**src/hw/rtl/csd_ram.sv**
```systemverilog
// ----------------------------------------------------------------------------
// csd_ram
// Generic single write port, single read port RAM with registered read data.
// ----------------------------------------------------------------------------
`default_nettype none

module csd_ram #(
    parameter int WIDTH = 8,
    parameter int DEPTH = 16
) (
    input  wire logic                     aclk,
    input  wire logic                     wr_en,
    input  wire logic [$clog2(DEPTH)-1:0] wr_addr,
    input  wire logic [WIDTH-1:0]         wr_data,
    input  wire logic                     rd_en,
    input  wire logic [$clog2(DEPTH)-1:0] rd_addr,
    output logic      [WIDTH-1:0]         rd_data
);

    logic [WIDTH-1:0] mem [DEPTH];

    always_ff @(posedge aclk) begin
        if (wr_en) begin
            mem[wr_addr] <= wr_data;
        end
        if (rd_en) begin
            rd_data <= mem[rd_addr];
        end
    end

endmodule

`default_nettype wire

```
**config.mk**
```make
export PLATFORM = sky130hd
export DESIGN_NAME = csd_ram
export DESIGN_NICKNAME = d
export VERILOG_FILES = /design/src/hw/rtl/csd_ram.sv
export SDC_FILE = /design/constraint.sdc
export NUM_CORES = 1
export LEC_CHECK = 0
export ABC_AREA = 1
export BUFFER_PORTS_ARGS = -buffer_cell sky130_fd_sc_hd__buf_2
export CORE_MARGIN = 3
export CORE_UTILIZATION = 45
export DETAILED_ROUTE_END_ITERATION = 7
export GPL_TIMING_DRIVEN = 0
export PLACE_DENSITY = 0.72
export SETUP_SLACK_MARGIN = 0.2
export SYNTH_ARGS = -nofsm -noshare
export SYNTH_HDL_FRONTEND = slang
export SYNTH_SLANG_ARGS = --single-unit
```
**constraint.sdc**
```tcl
create_clock -name aclk -period 1.4 [get_ports aclk]
set_clock_uncertainty 0.2 [all_clocks]
set_input_delay 0.14 -clock aclk [delete_from_list [all_inputs] [get_ports aclk]]
set_output_delay 0.14 -clock aclk [all_outputs]
set_load 0.05 [all_outputs]
```
==> results.py <==
metrics = {
    "critical_path": {
        "worstPathMaxFanout": 1,
        "cp-end-kind": "output port",
        "worstSetupStartpointType": "flip-flop",
        "cp_top_family": "flip-flops",
        "cpPeakStageDelay_ns": 0.45,
        "crit_buf_inv": 1,
        "crit_required_ns": 1.06,
        "crit_type": "flip-flop to output port",
        "cpMaxStageDelayCell": "edfxtp_1",
        "crit_arrival_ns": 1.07,
        "worstPathCellList": "buf_6",
    },
    "routing": {
        "vias_per_cell": 5.07,
        "first_pass_iters": 5,
        "dr_total_vias": 3977,
        "route.detailed.drc": 0,
        "ant_nets": 0,
        "drt_wl_total_um": 14500,
        "wl_per_cell_um": 18.5,
        "drt_iter0_markers": 330,
    },
    "global_route": {
        "grt_max_degree": 17,
        "grt-ovfl-total": 0,
        "grt_use_total_pct": 21.1,
        "grt_pass1_vias": 3871,
        "antenna_found_initial": 0,
        "grt_pass1_wl_um": 21800,
    },
    "power": {
        "p_total_uw": 9760,
        "powerDensity_nw_per_um2": 1330,
        "leakage_uw": 0.00310,
        "ir_drop_v": 0.000778,
    },
    "run_status": {
        "outcome": "finished with violations",
        "violations": "setup timing",
    },
    "logic_synthesis": {
        "ys_ff_latch": 136,
        "synthesis.nets": 570,
        "ys_seq_area_share_pct": 69.8,
        "synth_cell_types": 11,
        "synthCells": 551,
        "synth.avg_cell_area_um2": 10.6,
        "syn-cell-area_um2": 5850,
        "yosys_warnings": 0,
    },
    "cells_and_area": {
        "fillers": 1031,
        "areaGrowthSynthToFinish_pct": 25.7,
        "multi_input_comb_area_um2": 1670,
        "seq_area_um2": 4080,
        "antenna_cells": 0,
        "drive_gt1_share_pct": 27.2,
        "nNetsFinal": 621,
        "final_area_um2": 7350,
    },
    "cts": {
        "cts_max_path_buffers": 2,
        "cts_buffers": 17,
        "cts_tree": "yes",
        "clkSinkCount": 136,
        "clock_latency_ns": 0.42,
        "root_buffer": "clkbuf_16",
        "cts_htree_levels": 4,
        "clkTransAtPathRegs_ns": 0.05,
    },
    "sta": {
        "hold_viol_final": 0,
        "min_period_over_period_pct": 100,
        "fin_ws_ns": -0.00697,
        "worst_pin_slew_ns": 0.563,
        "finalSetupViolCount": 1,
        "fmax_ghz": 0.711,
        "rsz0062_at_grt": "yes",
        "drv_slew": 0,
        "post-route-min-period_ns": 1.41,
        "max_slew_margin_pct": 62.4,
    },
    "run": {
        "cap_violations": 0,
    },
    "worst_hold_path": {
        "hold_path.class": "input port to flip-flop",
    },
    "die": {
        "ios": 27,
        "die-area_um2": 14400,
        "core-area_um2": 12700,
        "placementRows": 41,
        "start_util_pct": 46.1,
        "die_h_um": 120,
        "die-width_um": 120,
    },
    "placement": {
        "io_buffers": 23,
        "placed_area_um2": 6190,
        "place_ws_ns": -0.385,
        "dpl.hpwl_um": 9330,
        "routabilityCongestion": 0.840,
    },
}
-- registers in the layout (all words and copies together) (netlist names) --
signal / cells
rd_data: 8
mem: 128
-- worst paths after layout --
check        cells after the start         end       start  slack (ns)
max reg2reg                      6  rd_data[2]   mem[6][2]        0.09
min reg2reg                      6  rd_data[4]   mem[2][4]        0.58
max                              1  rd_data[4]  rd_data[4]      -0.007
min                              3  rd_data[5]  rd_addr[3]        0.06
-- synthesized netlist by cell type (all sizes together) --
library cell / number / area (um^2)
nand2: 173 / 649
edfxtp: 136 / 4080
inv: 102 / 383
nand3: 97 / 485
buf: 24 / 166
nor2: 17 / 63.8
nand3b: 2 / 15.0
-- area by class of cell --
class | instances | area share, %
Buffer | 24 | 2.28
Clock buffer | 18 | 5.84
Clock inverter | 12 | 1.84
Inverter | 102 | 5.21
Multi-Input combinational cell | 289 | 22.8
Sequential cell | 136 | 55.6
Tap cell | 172 | 2.93
Timing Repair Buffer | 32 | 3.56
-- placed cells by master (no fill, tap or decap), types with 7 or more instances in the layout --
master	instances
nor2_4	9
edfxtp_1	136
nor2_2	7
nand3_1	29
buf_2	27
dlygate4sd3_1	9
nand2_1	165
nand3_2	66
buf_6	15
nand2_2	8
clkbuf_16	17
inv_1	99
-- tightest hold or removal path: cells and delay by family --
family	cells	cell delay, ns
simple gates	2	0.18
buf+inv	1	0.26
-- cell families (layout without fill, tap and decap cells) --
family,after synthesis,count (layout),share of synthesized area [%]
buf+inv,126,188,9.39
flops,136,136,69.8
simple gates,289,289,20.8
-- repair_timing --
item                                    in CTS  in global routing
pin swaps                                   34                 23
buffers inserted                             0                  0
endpoints found under the hold margin      136                  0
gates resized for setup                     68                 47
hold buffers                                 9                  0
endpoints found under the setup margin      80                 49
-- report_power, final --
group	switching [uW]	internal, uW	total [uW]
sequential	27.9	4590	4620
clock	1590	2740	4320
combinational	569	252	821
-- through the flow --
stage               setup TNS [ns]  std cells  utilization (%)  hold slack (ns)
detailed placement          -31.04        746             48.9            0.298
CTS                        -0.0343        785             56.2           0.0185
finish                    -0.00697        785             58.0           0.0637
global route               -0.0340        785             58.0           0.0861
floorplan                        0        551                -           0.0389
global placement            -26.87        746             48.9            0.277
-- routing by layer --
metal,wire [um],up-vias,GRT usage (%)
li1,-,1880,-
met4,266,0,7.87
met3,1130,24,4.48
met2,7160,174,34.0
met5,0,-,0
met1,5970,1899,28.2
Note: power is estimated with default switching activity, not from simulation.
