**config.mk**
```make
export PLATFORM = sky130hd
export DESIGN_NAME = csd_step_unit
export DESIGN_NICKNAME = d
export VERILOG_FILES = /design/src/hw/rtl/csd_pkg.sv /design/src/hw/rtl/csd_step_unit.sv
export SDC_FILE = /design/constraint.sdc
export NUM_CORES = 1
export LEC_CHECK = 0
export BUFFER_PORTS_ARGS = -buffer_cell sky130_fd_sc_hd__buf_2
export CORE_ASPECT_RATIO = 2
export CORE_UTILIZATION = 49
export CTS_CLUSTER_DIAMETER = 80
export CTS_CLUSTER_SIZE = 24
export DETAILED_ROUTE_END_ITERATION = 12
export PLACE_DENSITY = 0.73
export SETUP_SLACK_MARGIN = 0.4
export SLEW_MARGIN = 20
export SYNTH_ARGS = -nofsm -noshare
export SYNTH_HDL_FRONTEND = slang
export SYNTH_SLANG_ARGS = --single-unit
```
**constraint.sdc**
```tcl
create_clock -name aclk -period 5.9 [get_ports aclk]
set_clock_uncertainty 0.1 [all_clocks]
set_input_delay 1.18 -clock aclk [delete_from_list [all_inputs] [get_ports aclk]]
set_output_delay 1.18 -clock aclk [all_outputs]
set_load 0.05 [all_outputs]
```
**src/hw/rtl/csd_pkg.sv**
```systemverilog
// ----------------------------------------------------------------------------
// csd_pkg
// Shared types and constants of the cursor shake detector.
// ----------------------------------------------------------------------------
`default_nettype none

package csd_pkg;

    localparam int CFG_IDX_W  = 3;
    localparam int CFG_DATA_W = 16;
    localparam int TIME_W     = 32;
    localparam int MS_W       = 16;
    localparam int THR_W      = 12;
    localparam int SQ_W       = 2 * THR_W;
    localparam int REV_W      = 6;
    localparam int MINS_W     = 7;
    localparam int SIZE_W     = 8;

    localparam logic [REV_W-1:0] REV_MAX = 6'd63;

    // register indexes of the configuration port
    localparam logic [CFG_IDX_W-1:0] CFG_WINDOW_MS      = 3'd0;
    localparam logic [CFG_IDX_W-1:0] CFG_STEP_THRESHOLD = 3'd1;
    localparam logic [CFG_IDX_W-1:0] CFG_MIN_REVERSALS  = 3'd2;
    localparam logic [CFG_IDX_W-1:0] CFG_MIN_SAMPLES    = 3'd3;
    localparam logic [CFG_IDX_W-1:0] CFG_HOLD_MS        = 3'd4;
    localparam logic [CFG_IDX_W-1:0] CFG_NORMAL_SIZE    = 3'd5;
    localparam logic [CFG_IDX_W-1:0] CFG_LARGE_SIZE     = 3'd6;

    localparam logic OP_TICK = 1'b0;
    localparam logic OP_MOVE = 1'b1;

    // verdict of the step unit for one pair of samples
    typedef struct packed {
        logic valid;
        logic counts;
        logic pos;
        logic neg;
    } step_res_t;

endpackage

`default_nettype wire

```
**src/hw/rtl/csd_step_unit.sv**
```systemverilog
// ----------------------------------------------------------------------------
// csd_step_unit
// Three-stage step evaluator: difference and magnitude test, squaring,
// squared-length compare. Takes one pair of samples per cycle.
// ----------------------------------------------------------------------------
`default_nettype none

module csd_step_unit #(
    parameter int COORD_WIDTH = 16
) (
    input  wire logic                          aclk,
    input  wire logic                          aresetn,
    input  wire logic                          in_valid,
    input  wire logic signed [COORD_WIDTH-1:0] a_x,
    input  wire logic signed [COORD_WIDTH-1:0] a_y,
    input  wire logic signed [COORD_WIDTH-1:0] b_x,
    input  wire logic signed [COORD_WIDTH-1:0] b_y,
    input  wire logic [csd_pkg::THR_W-1:0]     threshold,
    output csd_pkg::step_res_t                 res,
    output logic                               busy
);

    import csd_pkg::*;

    localparam int CW   = COORD_WIDTH;
    localparam int CMPW = (CW + 1 > THR_W) ? CW + 1 : THR_W;

    logic [CW:0]   dx;
    logic [CW:0]   dy;
    logic [CW:0]   ax;
    logic [CW:0]   ay;
    logic [CMPW-1:0] ax_w;
    logic [CMPW-1:0] ay_w;
    logic [CMPW-1:0] thr_w;
    logic [SQ_W:0] sq_sum;

    logic            s1_valid_reg, s2_valid_reg, s3_valid_reg;
    logic            s1_big_reg, s2_big_reg;
    logic            s1_pos_reg, s2_pos_reg, s3_pos_reg;
    logic            s1_neg_reg, s2_neg_reg, s3_neg_reg;
    logic [THR_W-1:0] s1_ax_reg, s1_ay_reg;
    logic [SQ_W-1:0] s2_sqx_reg, s2_sqy_reg;
    logic [SQ_W-1:0] thr_sq_reg;
    logic            s3_counts_reg;

    // one bit of headroom so the difference never overflows
    assign dx    = {b_x[CW-1], b_x} - {a_x[CW-1], a_x};
    assign dy    = {b_y[CW-1], b_y} - {a_y[CW-1], a_y};
    assign ax    = dx[CW] ? (~dx + 1'b1) : dx;
    assign ay    = dy[CW] ? (~dy + 1'b1) : dy;
    assign ax_w  = CMPW'(ax);
    assign ay_w  = CMPW'(ay);
    assign thr_w = CMPW'(threshold);

    assign sq_sum = {1'b0, s2_sqx_reg} + {1'b0, s2_sqy_reg};

    always_ff @(posedge aclk) begin
        if (!aresetn) begin
            s1_valid_reg <= 1'b0;
            s2_valid_reg <= 1'b0;
            s3_valid_reg <= 1'b0;
        end else begin
            s1_valid_reg <= in_valid;
            s2_valid_reg <= s1_valid_reg;
            s3_valid_reg <= s2_valid_reg;
        end

        thr_sq_reg <= threshold * threshold;

        // squares are only needed when both components are within threshold,
        // so the low bits suffice
        s1_big_reg <= (ax_w > thr_w) || (ay_w > thr_w);
        s1_ax_reg  <= ax_w[THR_W-1:0];
        s1_ay_reg  <= ay_w[THR_W-1:0];
        s1_pos_reg <= !dx[CW] && (dx != '0);
        s1_neg_reg <= dx[CW];

        s2_big_reg <= s1_big_reg;
        s2_sqx_reg <= s1_ax_reg * s1_ax_reg;
        s2_sqy_reg <= s1_ay_reg * s1_ay_reg;
        s2_pos_reg <= s1_pos_reg;
        s2_neg_reg <= s1_neg_reg;

        s3_counts_reg <= s2_big_reg || (sq_sum > {1'b0, thr_sq_reg});
        s3_pos_reg    <= s2_pos_reg;
        s3_neg_reg    <= s2_neg_reg;
    end

    assign res.valid  = s3_valid_reg;
    assign res.counts = s3_counts_reg;
    assign res.pos    = s3_pos_reg;
    assign res.neg    = s3_neg_reg;
    assign busy       = s1_valid_reg | s2_valid_reg | s3_valid_reg;

endmodule

`default_nettype wire

```
==> metrics list, run 1 <==
- Cell taking the most area after synthesis: sky130_fd_sc_hd__fa_1
- Number of antenna-violating nets in the routed design: 0
* Instance count of the mapped netlist: 2,136
* Initial antenna violation count: 0
- The cell that appears most often on the critical path is sky130_fd_sc_hd__inv_2.
* Post-synthesis sequential area ratio: 0.115
- Clock tree synthesis inserted a total of 9 buffers.
* Run status: finished with violations
- After global routing the overflow that remains totals 0.
- Final core utilization: 0.579
- Number of warnings issued by yosys: 0
- Cell area after technology mapping: 18,200 um2
* Synth top area share: 0.263
* Via/cell ratio: 5.35
- Final min period: 5.72 ns
- Detailed placement finished with a half-perimeter wire length of 38,900 um.
- For this block, the routed nets add up to 45,200 um of wire.
* Number of setup violations in the final report: 0
- By area, the combinational part of the netlist is dominated by adder cells.
- Critical path class: input port to flip-flop
* Setup total negative slack: 0 ns
- Share of the synthesized netlist area taken by xor and xnor gates: 0.0538
- Violations in the final reports: design-rule violations
- 84 I/O pins were placed.
* Delay of the slowest cell on the worst path: 0.53 ns
- Synthesis-to-layout area growth: 16.1%
* Count of input and output buffers: 83
* Count of antenna diodes in the layout: 0
- Most used DFF post-synth: sky130_fd_sc_hd__dfxtp_1
- At the worst endpoint, the arrival time is 5.91 ns.
* Crit path max-delay family: adder cells
- The tool flagged a number of max-cap violations equal to 0.
- Cell chain of the critical path: buf_8, clkinvlp_4, nor2_4, inv_2, fa_2, inv_2, fa_1, inv_1, fa_1, inv_2, fa_1, inv_1, fa_2, inv_2, ha_4, nand3_2, o31a_1, a211o_1, o21ai_2, nor3_1, o21bai_1, xor2_1
* Worst reg-to-reg setup slack: 0.46 ns
- Top cells by area, synth: sky130_fd_sc_hd__fa_1, sky130_fd_sc_hd__ha_1, sky130_fd_sc_hd__dfxtp_1
* Area enclosed by the die boundary: 38,000 um2
- Number of buffers on the longest clock path: 2
* Wire length of the first global-routing pass: 73,100 um
- Number of vias in the routed layout: 14,900
- Crit end category: flip-flop
- Detailed-routing iteration count for the pre-antenna-repair pass: 9
* Launching instance or port of the critical path: threshold[2]
* Number of buffer and inverter instances along the worst setup path: 8
- The number of nets handed over by synthesis was 2,730.
* Number of levels in the clock H-tree: 3
- Floorplan die height: 275 um
* Worst slew margin relative to its limit: 0.580
- The slowest stage of the critical path is the sky130_fd_sc_hd__fa_2 cell.
- The count of final max-slew check failures is 0.
* Wire per inst: 16.2 um
- Adder and majority gate portion of the synthesized area: 0.452
- The worst setup path is launched from an input port.
- In this run the worst hold path is classified as flip-flop to flip-flop.
- Number of enable-type register cells in the synthesized netlist: 0
* Final Hold Violating Endpoints: 0
- Of the total synthesized cell area, the portion taken by AND, OR, NAND and NOR gates is 0.153.
* Maximum number of pins on one net before global-route repair: 20
- Final weighted congestion of routability-driven global placement: 0.892
- Most common cell in the netlist: sky130_fd_sc_hd__inv_1
- Measured in cells, the most critical reg-to-reg path has a length of 18.
- At the placement stage, the worst setup path has a slack of -0.317 ns.
- Share of the synthesized area in compound gates (AO/OA/AOI/OAI): 0.108
* Actual transition at the worst max-transition pin: 0.625 ns
* Capturing point of the worst reg2reg path: s2_sqy_reg[22]$_DFF_P_
* R2R Path Start: s1_ay_reg[9]$_DFF_P_
* Library cells used by synthesis: 83
- Drc violations: 2
- Setup repair after global routing could not meet its margin everywhere.
* Root buffer selected by CTS: sky130_fd_sc_hd__clkbuf_16
- All-layer global routing usage: 0.243
* Worst Path Max Fanout: 4
- The worst path meets setup with 0.176 ns of slack.
* Post-Synthesis Mean Instance Area: 8.53 um2
* Number of global-route vias before repair: 16,200
- The tree built by TritonCTS fans out to 105 sinks.
* Count of routing violations after the opening detailed-route iteration: 544
- The later pin in the worst-skew pair is clocked with a latency of 0.37 ns.
- In the finished design, the share of the clock period the worst path needs comes to 0.970.
- Beginning of the worst hold path: s1_neg_reg$_DFF_P_
* End of the critical path: thr_sq_reg[22]$_DFF_P_
- Counting instances, the worst hold path has a depth of 0.
* Std cell rows: 99
* Clock edge transition at the registers on the reported setup and hold paths: 0.08 ns
* Multiplexer fraction of the synthesized cell area: 0.00350
- The initial utilization of the core area, before any placement, comes to 0.499.
- Of all flip-flops after synthesis, the portion carrying an async set or reset was 0.
- Counting buffers and inverters, the worst setup path is 22 cells deep.
- Commonest cells in the netlist: sky130_fd_sc_hd__inv_1, sky130_fd_sc_hd__ha_1, sky130_fd_sc_hd__fa_1, sky130_fd_sc_hd__nand2_1, sky130_fd_sc_hd__nor2_1
* Number of synthesized register bits: 105
- At the worst endpoint, the required time is 6.09 ns.
* Net count of the finished layout: 2,930
- TritonCTS clock tree: yes
* Max frequency: 175 MHz
* CORE AREA: 36,500 um2
- Width of the die: 138 um
- Fraction of layout cells with a size suffix above 1: 0.178
repair_timing:
| action | 4_1_cts | 5_1_grt |
|---|---|---|
| setup buffers | 14 | 30 |
| setup endpoints to repair | 12 | 20 |
| endpoints found under the hold margin | 0 | 0 |
| pin swaps | 18 | 39 |
| gates resized for setup | 71 | 96 |
| hold buffers | 0 | 0 |
per-layer routing:
metal  track usage  wire length [um]
met5             0                 0
met4         0.170              3090
met2         0.514             26300
met3        0.0221               982
met1         0.208             14800
area by class of cell:
class,count,area (um2)
fillers,3121,15400
multi-input cells,1480,14500
flip-flops and latches,105,2170
inverters,507,1940
repair buffers,233,1640
well taps,454,568
clock buffers,10,239
clock inverters,6,57.6
stage by stage:
| stage | hold WS (ns) | area [um2] | instances |
|---|---|---|---|
| floorplan | 0.210 | 18400 | 2136 |
| global placement | 0.214 | 20000 | 2735 |
| detailed placement | 0.219 | 20000 | 2735 |
| CTS | 0.238 | 20600 | 2765 |
| global route | 0.243 | 21200 | 2795 |
| finish | 0.235 | 21200 | 2795 |
cell usage in the layout (no fill, tap or decap), types with 7 or more instances in the layout:
| master | instances |
|---|---|
| sky130_fd_sc_hd__nor3_1 | 37 |
| sky130_fd_sc_hd__xnor2_1 | 78 |
| sky130_fd_sc_hd__a21oi_2 | 8 |
| sky130_fd_sc_hd__ha_1 | 263 |
| sky130_fd_sc_hd__or2_2 | 12 |
| sky130_fd_sc_hd__fa_1 | 232 |
| sky130_fd_sc_hd__buf_2 | 76 |
| sky130_fd_sc_hd__nand2_2 | 8 |
| sky130_fd_sc_hd__inv_2 | 20 |
| sky130_fd_sc_hd__a21oi_1 | 57 |
| sky130_fd_sc_hd__dfxtp_1 | 83 |
| sky130_fd_sc_hd__xor2_1 | 34 |
| sky130_fd_sc_hd__inv_1 | 479 |
| sky130_fd_sc_hd__a31oi_1 | 15 |
| sky130_fd_sc_hd__nand2b_1 | 17 |
| sky130_fd_sc_hd__nor2_2 | 7 |
| sky130_fd_sc_hd__fa_2 | 7 |
| sky130_fd_sc_hd__dfxtp_4 | 16 |
| sky130_fd_sc_hd__or3_1 | 9 |
| sky130_fd_sc_hd__o21ai_0 | 52 |
| sky130_fd_sc_hd__o21a_1 | 22 |
| sky130_fd_sc_hd__buf_6 | 12 |
| sky130_fd_sc_hd__and3_1 | 9 |
| sky130_fd_sc_hd__clkbuf_16 | 9 |
| sky130_fd_sc_hd__ha_4 | 12 |
| sky130_fd_sc_hd__o211ai_1 | 8 |
| sky130_fd_sc_hd__and2_1 | 91 |
| sky130_fd_sc_hd__a21o_1 | 29 |
| sky130_fd_sc_hd__nand2_1 | 124 |
| sky130_fd_sc_hd__a211oi_1 | 10 |
| sky130_fd_sc_hd__nor2_1 | 118 |
| sky130_fd_sc_hd__nand3_1 | 27 |
| sky130_fd_sc_hd__nor2_4 | 10 |
| sky130_fd_sc_hd__o31a_1 | 8 |
| sky130_fd_sc_hd__buf_4 | 141 |
| sky130_fd_sc_hd__nor2b_1 | 28 |
| sky130_fd_sc_hd__nand4_1 | 10 |
logic make-up after synthesis:
group | count (synthesis)
buffers and inverters | 551
xor gates and xnor gates | 112
adders and majority gates | 515
AOI/OAI and AO/OA | 293
and+or+nand+nor | 554
DFF | 105
muxes | 6
worst min path at each step:
stage / end / slack (ns)
3_3_place_gp: s2_neg_reg$_DFF_P_ / 0.21
4_1_cts: s2_neg_reg$_DFF_P_ / 0.24
2_1_floorplan: s2_big_reg$_DFF_P_ / 0.21
3_5_place_dp: s2_neg_reg$_DFF_P_ / 0.22
6_report: s2_neg_reg$_DFF_P_ / 0.24
5_1_grt: s2_neg_reg$_DFF_P_ / 0.24
Power of run 1 is left out: the tool's default activity adds up to more than one toggle a clock period on the data nets, which glitch-free logic cannot reach.
==> run 2: changes to the inputs <==
Settings changed: CORE_UTILIZATION 49 to 35, PLACE_DENSITY 0.73 to 0.57.
==> run 2 against run 1 <==
The flow now finishes without violations. Wire length grew 4.2%. Critical path depth is the same. Cell area grew 3.7%. Maximum frequency grew 0.92%. Count of clock-buffer cells in the layout is the same. Sequential share of layout area shrank 0.36 points. Die area grew 40%. Sequential cell count is the same. Setup slack gained 0.052 ns. Critical endpoint is now thr_sq_reg[23]$_DFF_P_. Largest cell class unchanged.
==> metrics list, run 2 (synthesis results as in run 1) <==
- The run finished with clean final reports.
- In the final layout, the share of cells above drive strength 1 is 0.198.
- The number of global-route vias before repair is 16,400.
- In the routed design, unresolved DRC markers number 0.
- For the pin with the worst max-slew slack, the measured transition is 0.666 ns.
- The root buffer cell chosen for the clock tree is sky130_fd_sc_hd__clkbuf_16.
* Count of antenna diodes in the layout: 0
* TritonCTS buffer count: 9
- STA classifies the critical path startpoint as an input port.
* Setup total negative slack: 0 ns
- # Max-Cap Violations: 0
* Number of top-level pins: 84
- In the final routed layout, each cell accounts on average for 15.4 um.
* Wire length of the first global-routing pass: 76,900 um
* Width of the die: 163 um
- Routability-driven placement finished with a final weighted congestion of 0.904.
- Count of input and output buffers: 83
- Relative to the synthesized area, the layout overhead comes to 20.4%.
- Total non-filler cell area in the finished layout: 21,900 um2
* Most frequent cells in the layout: sky130_fd_sc_hd__inv_1, sky130_fd_sc_hd__ha_1, sky130_fd_sc_hd__fa_1
* Most frequent standard cell in the layout excluding fill and tap cells: sky130_fd_sc_hd__inv_1
* Number of levels in the clock H-tree: 3
- Net count of the finished layout: 2,991
* RSZ-0062 raised after global routing: yes
- Final cell count without fillers: 3,062
- Std cell rows: 118
- WP data arrival: 5.87 ns
- Final Hold Violating Endpoints: 0
- Floorplan die height: 325 um
- Across every metal layer, demand over resource in global routing totals 0.185.
* Maximum number of pins on one net before global-route repair: 19
* Initial antenna violation count: 0
* Area enclosed by the die boundary: 53,000 um2
* CORE AREA: 51,500 um2
- Critical path class: input port to flip-flop
* TritonCTS clock tree: yes
* Final HPWL DP: 41,600 um
* Max frequency: 176 MHz
* Instance count after placement with tap cells included: 3,000
* Req. time, crit path: 6.10 ns
- Measured against its own limit, the worst slew margin works out to 0.554.
- Along the worst path, the maximum fanout reaches 5.
- Final Max Slew Viols: 0
* Ratio of final minimum period to clock period: 0.961
* Number of vias in the routed layout: 15,100
- Setup violations remaining at the end of the flow were counted as 0.
- Starting Density: 0.354
- The clock reaches the later pin of the worst-skew pair after 0.38 ns.
* Count of clock tree sinks: 105
* Overflow after GRT: 0
- The final layout contains routed wiring with a total length of 47,100 um.
* Clock edge transition at the registers on the reported setup and hold paths: 0.08 ns
- Number of buffers on the longest clock path: 2
- The first detailed-routing pass took 4 iterations.
- The first routing iteration left 508 violations.
- Final core utilization: 0.426
* Crit end category: flip-flop
* Number of antenna-violating nets in the routed design: 0
* Class of the most critical hold timing path: flip-flop to flip-flop
- Via/cell ratio: 4.92
* Final min period: 5.67 ns
* Post-placement cell area: 20,700 um2
-- run 2: routing by layer --
layer,wire length (um),share of wire,track usage,vias up
met5,0,0,0,-
met1,14700,0.31,0.156,7362
met3,855,0.018,0.0171,137
met2,28200,0.60,0.389,252
li1,-,-,-,7301
met4,3290,0.070,0.115,0
-- run 2: timing repair --
| item | 4_1_cts | 5_1_grt |
|---|---|---|
| cloned | 0 | 0 |
| setup buffers | 12 | 34 |
| pin swaps | 13 | 54 |
| resized for setup | 50 | 132 |
| hold buffers | 0 | 0 |
| endpoints found under the setup margin | 14 | 16 |
-- run 2: worst max-delay path, cell delays in order --
cell and delay [ns]:
sky130_fd_sc_hd__buf_4 0.11, sky130_fd_sc_hd__clkinvlp_4 0.17, sky130_fd_sc_hd__nor2_4 0.17, sky130_fd_sc_hd__fa_1 0.46
sky130_fd_sc_hd__ha_1 0.32, sky130_fd_sc_hd__a21oi_2 0.06, sky130_fd_sc_hd__fa_1 0.54, sky130_fd_sc_hd__inv_1 0.06
sky130_fd_sc_hd__fa_1 0.53, sky130_fd_sc_hd__inv_1 0.05, sky130_fd_sc_hd__fa_1 0.50, sky130_fd_sc_hd__inv_2 0.05
sky130_fd_sc_hd__ha_4 0.22, sky130_fd_sc_hd__and2_4 0.16, sky130_fd_sc_hd__a31o_2 0.23, sky130_fd_sc_hd__a31oi_4 0.17
sky130_fd_sc_hd__a21oi_2 0.09, sky130_fd_sc_hd__a41oi_2 0.25, sky130_fd_sc_hd__a21oi_2 0.09, sky130_fd_sc_hd__a21o_1 0.17
sky130_fd_sc_hd__a21oi_2 0.12, sky130_fd_sc_hd__xor2_1 0.16
-- run 2: final timing paths --
check / depth (start not counted) / slack (ns) / from / endpoint
max reg2reg: 20 / 0.54 / s1_ay_reg[6]$_DFF_P_ / s2_sqy_reg[23]$_DFF_P_
min: 0 / 0.23 / s2_pos_reg$_DFF_P_ / s3_pos_reg$_DFF_P_
min reg2reg: 0 / 0.23 / s2_pos_reg$_DFF_P_ / s3_pos_reg$_DFF_P_
max: 22 / 0.23 / threshold[8] / thr_sq_reg[23]$_DFF_P_
-- run 2: layout make-up --
type,count,area [um2]
Fill cell,5077,29600
Multi-Input combinational cell,1480,14600
Sequential cell,105,2170
Timing Repair Buffer,294,2110
Inverter,507,1940
Tap cell,660,826
Clock buffer,10,239
Clock inverter,6,50.0
-- run 2: stage by stage --
step,worst slack (ns),hold WS [ns]
2_1_floorplan,0.186,0.210
3_3_place_gp,-0.215,0.213
3_5_place_dp,-0.284,0.217
4_1_cts,0.284,0.236
5_1_grt,0.103,0.244
6_report,0.228,0.234
Power of run 2 is left out for the same reason.
